[src/sv/csr_pkg.sv]
// Shared widths and types for the complex square root pipeline.
package csr_pkg;

  localparam int IN_W       = 32;
  localparam int ROOT_W     = 32;
  localparam int RAD_W      = 2 * ROOT_W;
  localparam int REM_W      = ROOT_W + 2;
  localparam int STEPS      = ROOT_W;
  localparam int HALF_SHIFT = 15;
  localparam int SUM_W      = IN_W + 1;
  localparam int OUT_RE_W   = 24;
  localparam int OUT_IM_W   = 25;

  typedef struct packed {
    logic signed [IN_W-1:0] re;
    logic                   neg;
  } side_t;

endpackage

[src/sv/csr_front.sv]
// Front stages: absolute values, squares and the squared magnitude.
module csr_front (
  input  logic                             clk,
  input  logic                             rst,
  input  logic                             adv,
  input  logic                             valid_in,
  input  logic signed [csr_pkg::IN_W-1:0]  real_in,
  input  logic signed [csr_pkg::IN_W-1:0]  imag_in,
  output logic                             valid_out,
  output logic [csr_pkg::RAD_W-1:0]        rad,
  output csr_pkg::side_t                   side_out
);

  logic                            v1;
  logic                            v2;
  logic [csr_pkg::IN_W-1:0]        are;
  logic [csr_pkg::IN_W-1:0]        aim;
  csr_pkg::side_t                  side1;
  logic [csr_pkg::RAD_W-1:0]       sq_re;
  logic [csr_pkg::RAD_W-1:0]       sq_im;
  csr_pkg::side_t                  side2;

  always_ff @(posedge clk) begin
    if (rst) begin
      v1        <= 1'b0;
      v2        <= 1'b0;
      valid_out <= 1'b0;
    end else if (adv) begin
      v1        <= valid_in;
      v2        <= v1;
      valid_out <= v2;
    end
  end

  always_ff @(posedge clk) begin
    if (adv) begin
      are        <= real_in[csr_pkg::IN_W-1] ? (-real_in) : real_in;
      aim        <= imag_in[csr_pkg::IN_W-1] ? (-imag_in) : imag_in;
      side1.re   <= real_in;
      side1.neg  <= imag_in[csr_pkg::IN_W-1];
      sq_re      <= are * are;
      sq_im      <= aim * aim;
      side2      <= side1;
      rad        <= sq_re + sq_im;
      side_out   <= side2;
    end
  end

endmodule

[config.mk]
export PLATFORM = sky130hd
export DESIGN_NAME = csr_front
export DESIGN_NICKNAME = d
export VERILOG_FILES = /design/src/sv/csr_pkg.sv /design/src/sv/csr_front.sv
export SDC_FILE = /design/constraint.sdc
export NUM_CORES = 2
export LEC_CHECK = 0
export BUFFER_PORTS_ARGS = -buffer_cell sky130_fd_sc_hd__buf_4
export CORE_MARGIN = 1
export CORE_UTILIZATION = 40
export DETAILED_ROUTE_END_ITERATION = 10
export GPL_TIMING_DRIVEN = 0
export HOLD_SLACK_MARGIN = 0.05
export PLACE_DENSITY = 0.6
export SYNTH_ARGS = -nofsm -noshare
export SYNTH_HDL_FRONTEND = slang
export SYNTH_SLANG_ARGS = --single-unit
[constraint.sdc]
create_clock -name clk -period 11.3 [get_ports clk]
set_input_delay 1.695 -clock clk [delete_from_list [all_inputs] [get_ports clk]]
set_output_delay 1.695 -clock clk [all_outputs]
set_load 0.01 [all_outputs]
# [Word-level counts from Yosys, hierarchy flattened]
# Index checks and enable logic that the tools add are counted.
[classes] addsub=3 n_mul=2 n_mux=2
[op_table] op="$mul 32x32->64" count=2
[op_table] op="$add 64x64->64" count=1
[op_table] op="$neg 32->32" count=2
[op_table] op="$mux 31" count=2
[word_totals] ff_bits=358 elab_cells=23 in_bits=68 out_inout_bits=98

# [Depth between registers and ports, before layout]
[depth] word_depth=2 ltp_mapped=30 ltp_nobuf=29

# [Worst setup path after synthesis]
# Ideal clock, no wire load.
[synth_path] path_kind="reg-to-reg" start="register are[2] (netlist bit)" end="register sq_re[55] (netlist bit), data pin" slack_ns=3.301 period_less_slack_ns=7.999 path_buffers=2 path_stages_with_launch=30 arrival_time_ns=7.736 path_cell_list="edfxtp_1 > clkbuf_1 > clkbuf_1 > nand2_1 > fa_1 > inv_1 > fa_1 > inv_1 > fa_1 > fa_1 > inv_1 > fa_1 > inv_1 > fa_1 > inv_1 > fa_1 > inv_1 > fa_1 > inv_1 > ha_1 > o211ai_1 > a21oi_1 > o21ai_0 > a2111oi_0 > nor2_1 > a2111oi_0 > nor3_1 > o41ai_1 > a31oi_1 > xnor2_1"
[synth_between] elab_chain_len=1
[synth_lines] item="from (decl)" line_no="csr_front.sv:16" rtl="logic [csr_pkg::IN_W-1:0] are;"
[synth_lines] item="from (signal assigned)" line_no="csr_front.sv:37" rtl="are <= real_in[csr_pkg::IN_W-1] ? (-real_in) : real_in;"
[synth_lines] item="$mul 32x32->64" line_no="csr_front.sv:41" rtl="sq_re <= are * are;"
[synth_lines] item="to (signal assigned)" line_no="csr_front.sv:41"
[synth_lines] item="to (decl)" line_no="csr_front.sv:19" rtl="logic [csr_pkg::RAD_W-1:0] sq_re;"
# No other way between the ends.
# A chain may end at the register's enable or synchronous reset.

# [Final worst setup path]
[layout_path] start="register aim[5] (netlist bit)" end="register sq_im[63] (netlist bit), data pin"
[layout_between] elab_chain_len=1
[layout_lines] item="from (decl)" line_no="csr_front.sv:17" rtl="logic [csr_pkg::IN_W-1:0] aim;"
[layout_lines] item="from (signal assigned)" line_no="csr_front.sv:38" rtl="aim <= imag_in[csr_pkg::IN_W-1] ? (-imag_in) : imag_in;"
[layout_lines] item="$mul 32x32->64" line_no="csr_front.sv:42" rtl="sq_im <= aim * aim;"
[layout_lines] item="to (signal assigned)" line_no="csr_front.sv:42"
[layout_lines] item="to (decl)" line_no="csr_front.sv:20" rtl="logic [csr_pkg::RAD_W-1:0] sq_im;"
# No other way between the ends.

==> impl_metrics.toml <==
[clock_network]
cts-root-buf = "clkbuf_16"
cts_max_level = 2
clock_sinks = 354
clockBufferDepth = 3
tritoncts = "done"
clkLatencyLatePin_ps = 680
clk_pin_slew_worst_paths_ps = 60
cts_setup_buffers = 0
cts_buffers = 44

[critical_path]
r2r-end = "sq_im[63]"
cp_max_fo = 10
crit_slowest_cell = "nor4_1"
startpoint_type = "register"
setup.worst_path.end = "sq_im[63]"
critical-path-max-stage-delay_ps = 990
crit_family = "adder cells"
cp.arrival_ps = 11220
r2r_start = "aim[5]"
cp-end-kind = "register"
cpMostUsedCell = "fa_1"
required_ps = 11680
path_buf_inv = 8
crit_start = "aim[5]"
rr_worst_depth = 26
path_depth = 26
r2r_slack_ps = 460
crit_type = "register to register"

[sta]
max_clock_freq_ghz = 0.0923
clock_skew_ps = 57.0
slew_headroom_pct = 10.8
min_period_ps = 10840
finalMaxSlewViolations = 0
timing.final.crit_share_pct = 95.9
tightest_slew_ps = 1340
finalHoldViolations = 0
finalSetupViolations = 0
rsz0062_at_grt = "false"
fin_tns_setup_ps = 0

[drt]
drtIter0Drc = 4285
drtPass1Iterations = 8
num_vias = 52100
wl_um = 226000
wl_per_cell_um = 22.4
via_per_inst = 5.16
final_antenna_net_count = 0
route.detailed.drc = 0

[finish]
drive_above_1_share_pct = 3.90
final_cells = 10100
final_cell_mix = "1954 x inv_1, 1585 x fa_1, 661 x ha_1"
layout_commonest_cell = "inv_1"
area_growth_pct = 8.12
fin_nets = 9903
finish.utilization_pct = 43.6

[synthesis]
synthSimpleGateAreaFrac_pct = 10.1
postSynthCellCount = 7375
ys_seq_area_share_pct = 14.3
synth_top_area_cell = "fa_1"
synth_edf_count = 351
synth_top_cell_area_share_pct = 42.9
synth-xor-area-share_pct = 3.85
synth_compound_area_share_pct = 6.06
ys_seq_elements = 354
synth_mux_area_share_pct = 0.139
yosys_most_used_dff = "edfxtp_1"
synthAdderAreaFrac_pct = 54.1
netlist_area_sq_um = 73900
synth_nets = 9689
syn_avg_cell_area_sq_um = 10.0
synth_top_family_by_area = "adder cells"
yosysWarnings = 0
async_flop_share_pct = 0
synth.area.top_cells = "fa_1 43%, edfxtp_1 14%, ha_1 11%, inv_1 9.9%, and2_1 4.0%"
synth_cell_types = 72

[place]
place_congestion = 1.00
place_inst = 10000
numPortBuffers = 165
hpwl_um = 189000

[global_routing]
antenna_found_initial = 22
grt_overflow = 0
grt_use_total_pct = 25.0
grt_max_degree = 136
grt_pass1_vias = 56100
grt_pass1_wl_um = 344000

[floorplan]
core_area_sq_um = 183000
rows = 157
ioPinCount = 166
die_area_sq_um = 186000
chipWidth_um = 432
initial_utilization_pct = 40.3
die_h_um = 432

[outcome]
status = "completed"

[job]
drv_cap = 0

[min_path]
hold_class = "register to register"
repair_timing:
item,4_1_cts,5_1_grt
hold endpoints to repair,0,0
hold buffers,0,0
gates resized for setup,0,8
setup endpoints to repair,0,1
cell families after synthesis:
group | count (synthesis)
xor gates and xnor gates | 325
DFF | 354
adders and majority gates | 2246
and+or+nand+nor | 1514
AOI/OAI and AO/OA | 696
buffers and inverters | 2230
muxes | 10
sequential cells by signal (all words and copies together), names as in the netlist:
register / count
v2: 1
side2: 32
rad: 64
side1: 32
are: 32
sq_re: 63
valid_out: 1
side_out: 33
v1: 1
sq_im: 63
aim: 32
worst register-to-register path, stage by stage (launching register included):
cell       delay (ps)
edfxtp_1          670
clkbuf_1          710
clkbuf_1          880
nand2_1           160
fa_1              600
inv_1              80
fa_1              480
fa_1              510
inv_1              50
fa_1              470
inv_1              60
fa_1              490
inv_1              50
fa_1              540
inv_1              50
fa_1              510
fa_1              490
ha_1              310
clkbuf_1          260
nand4_1           200
nor4_1            990
o2111ai_1         500
and3_1            440
o31a_1            380
o211ai_1          320
o221ai_1          210
xnor2_1           170
through the flow:
step                hold slack [ps]  setup WS [ps]  instance area [sq um]
CTS                             414            487                  79900
global route                    423           26.5                  79900
detailed placement              405            505                  78300
global placement                400            658                  78200
finish                          417            463                  79900
floorplan                       400           3300                  73900
how the worst min path moves through the flow:
| stage | cells after the start | slack [ps] | to | start |
|---|---|---|---|---|
| after floorplan | 0 | 400 | side2[0] | side1[0] |
| after global placement | 0 | 400 | side2[20] | side1[20] |
| after detailed placement | 0 | 400 | side2[22] | side1[22] |
| after CTS | 0 | 410 | side2[6] | side1[6] |
| after global routing | 0 | 420 | side2[7] | side1[7] |
| final | 0 | 420 | side_out[13] | side2[13] |
layer usage:
layer,global-route usage [%],vias to the layer above,routed length (um)
li1,-,22800,-
met1,32.9,26800,90800
met2,39.7,2075,104000
met3,5.32,420,19800
met4,10.9,2,11700
met5,0,-,13
Yosys cell counts (15+ instances only):
cell type,count
and3_1,23
o211ai_1,15
inv_1,1954
clkbuf_1,273
o21ai_0,125
fa_1,1585
nand4_1,49
a21o_1,115
edfxtp_1,351
a31oi_1,31
xnor2_1,204
nor2b_1,33
ha_1,661
nand2_1,628
nand3_1,31
xor2_1,121
and2_1,477
o21bai_1,42
nor3_1,24
a21oi_1,210
a211oi_1,19
a31o_2,27
nand2b_1,17
nor2_1,167
o31ai_1,30
layout make-up:
cell class                      count  area (sq um)
Buffer                            276          1050
Fill cell                       17800        103000
Antenna cell                        8          20.0
Tap cell                         2464          3080
Multi-Input combinational cell   4791         54900
Sequential cell                   354         10600
Timing Repair Buffer              168          1330
Inverter                         1954          7330
Clock buffer                       47          1110
Clock inverter                     35           450
Power is not shown: default switching activity piles up to over one toggle a cycle in this logic, so the estimate is an artifact.
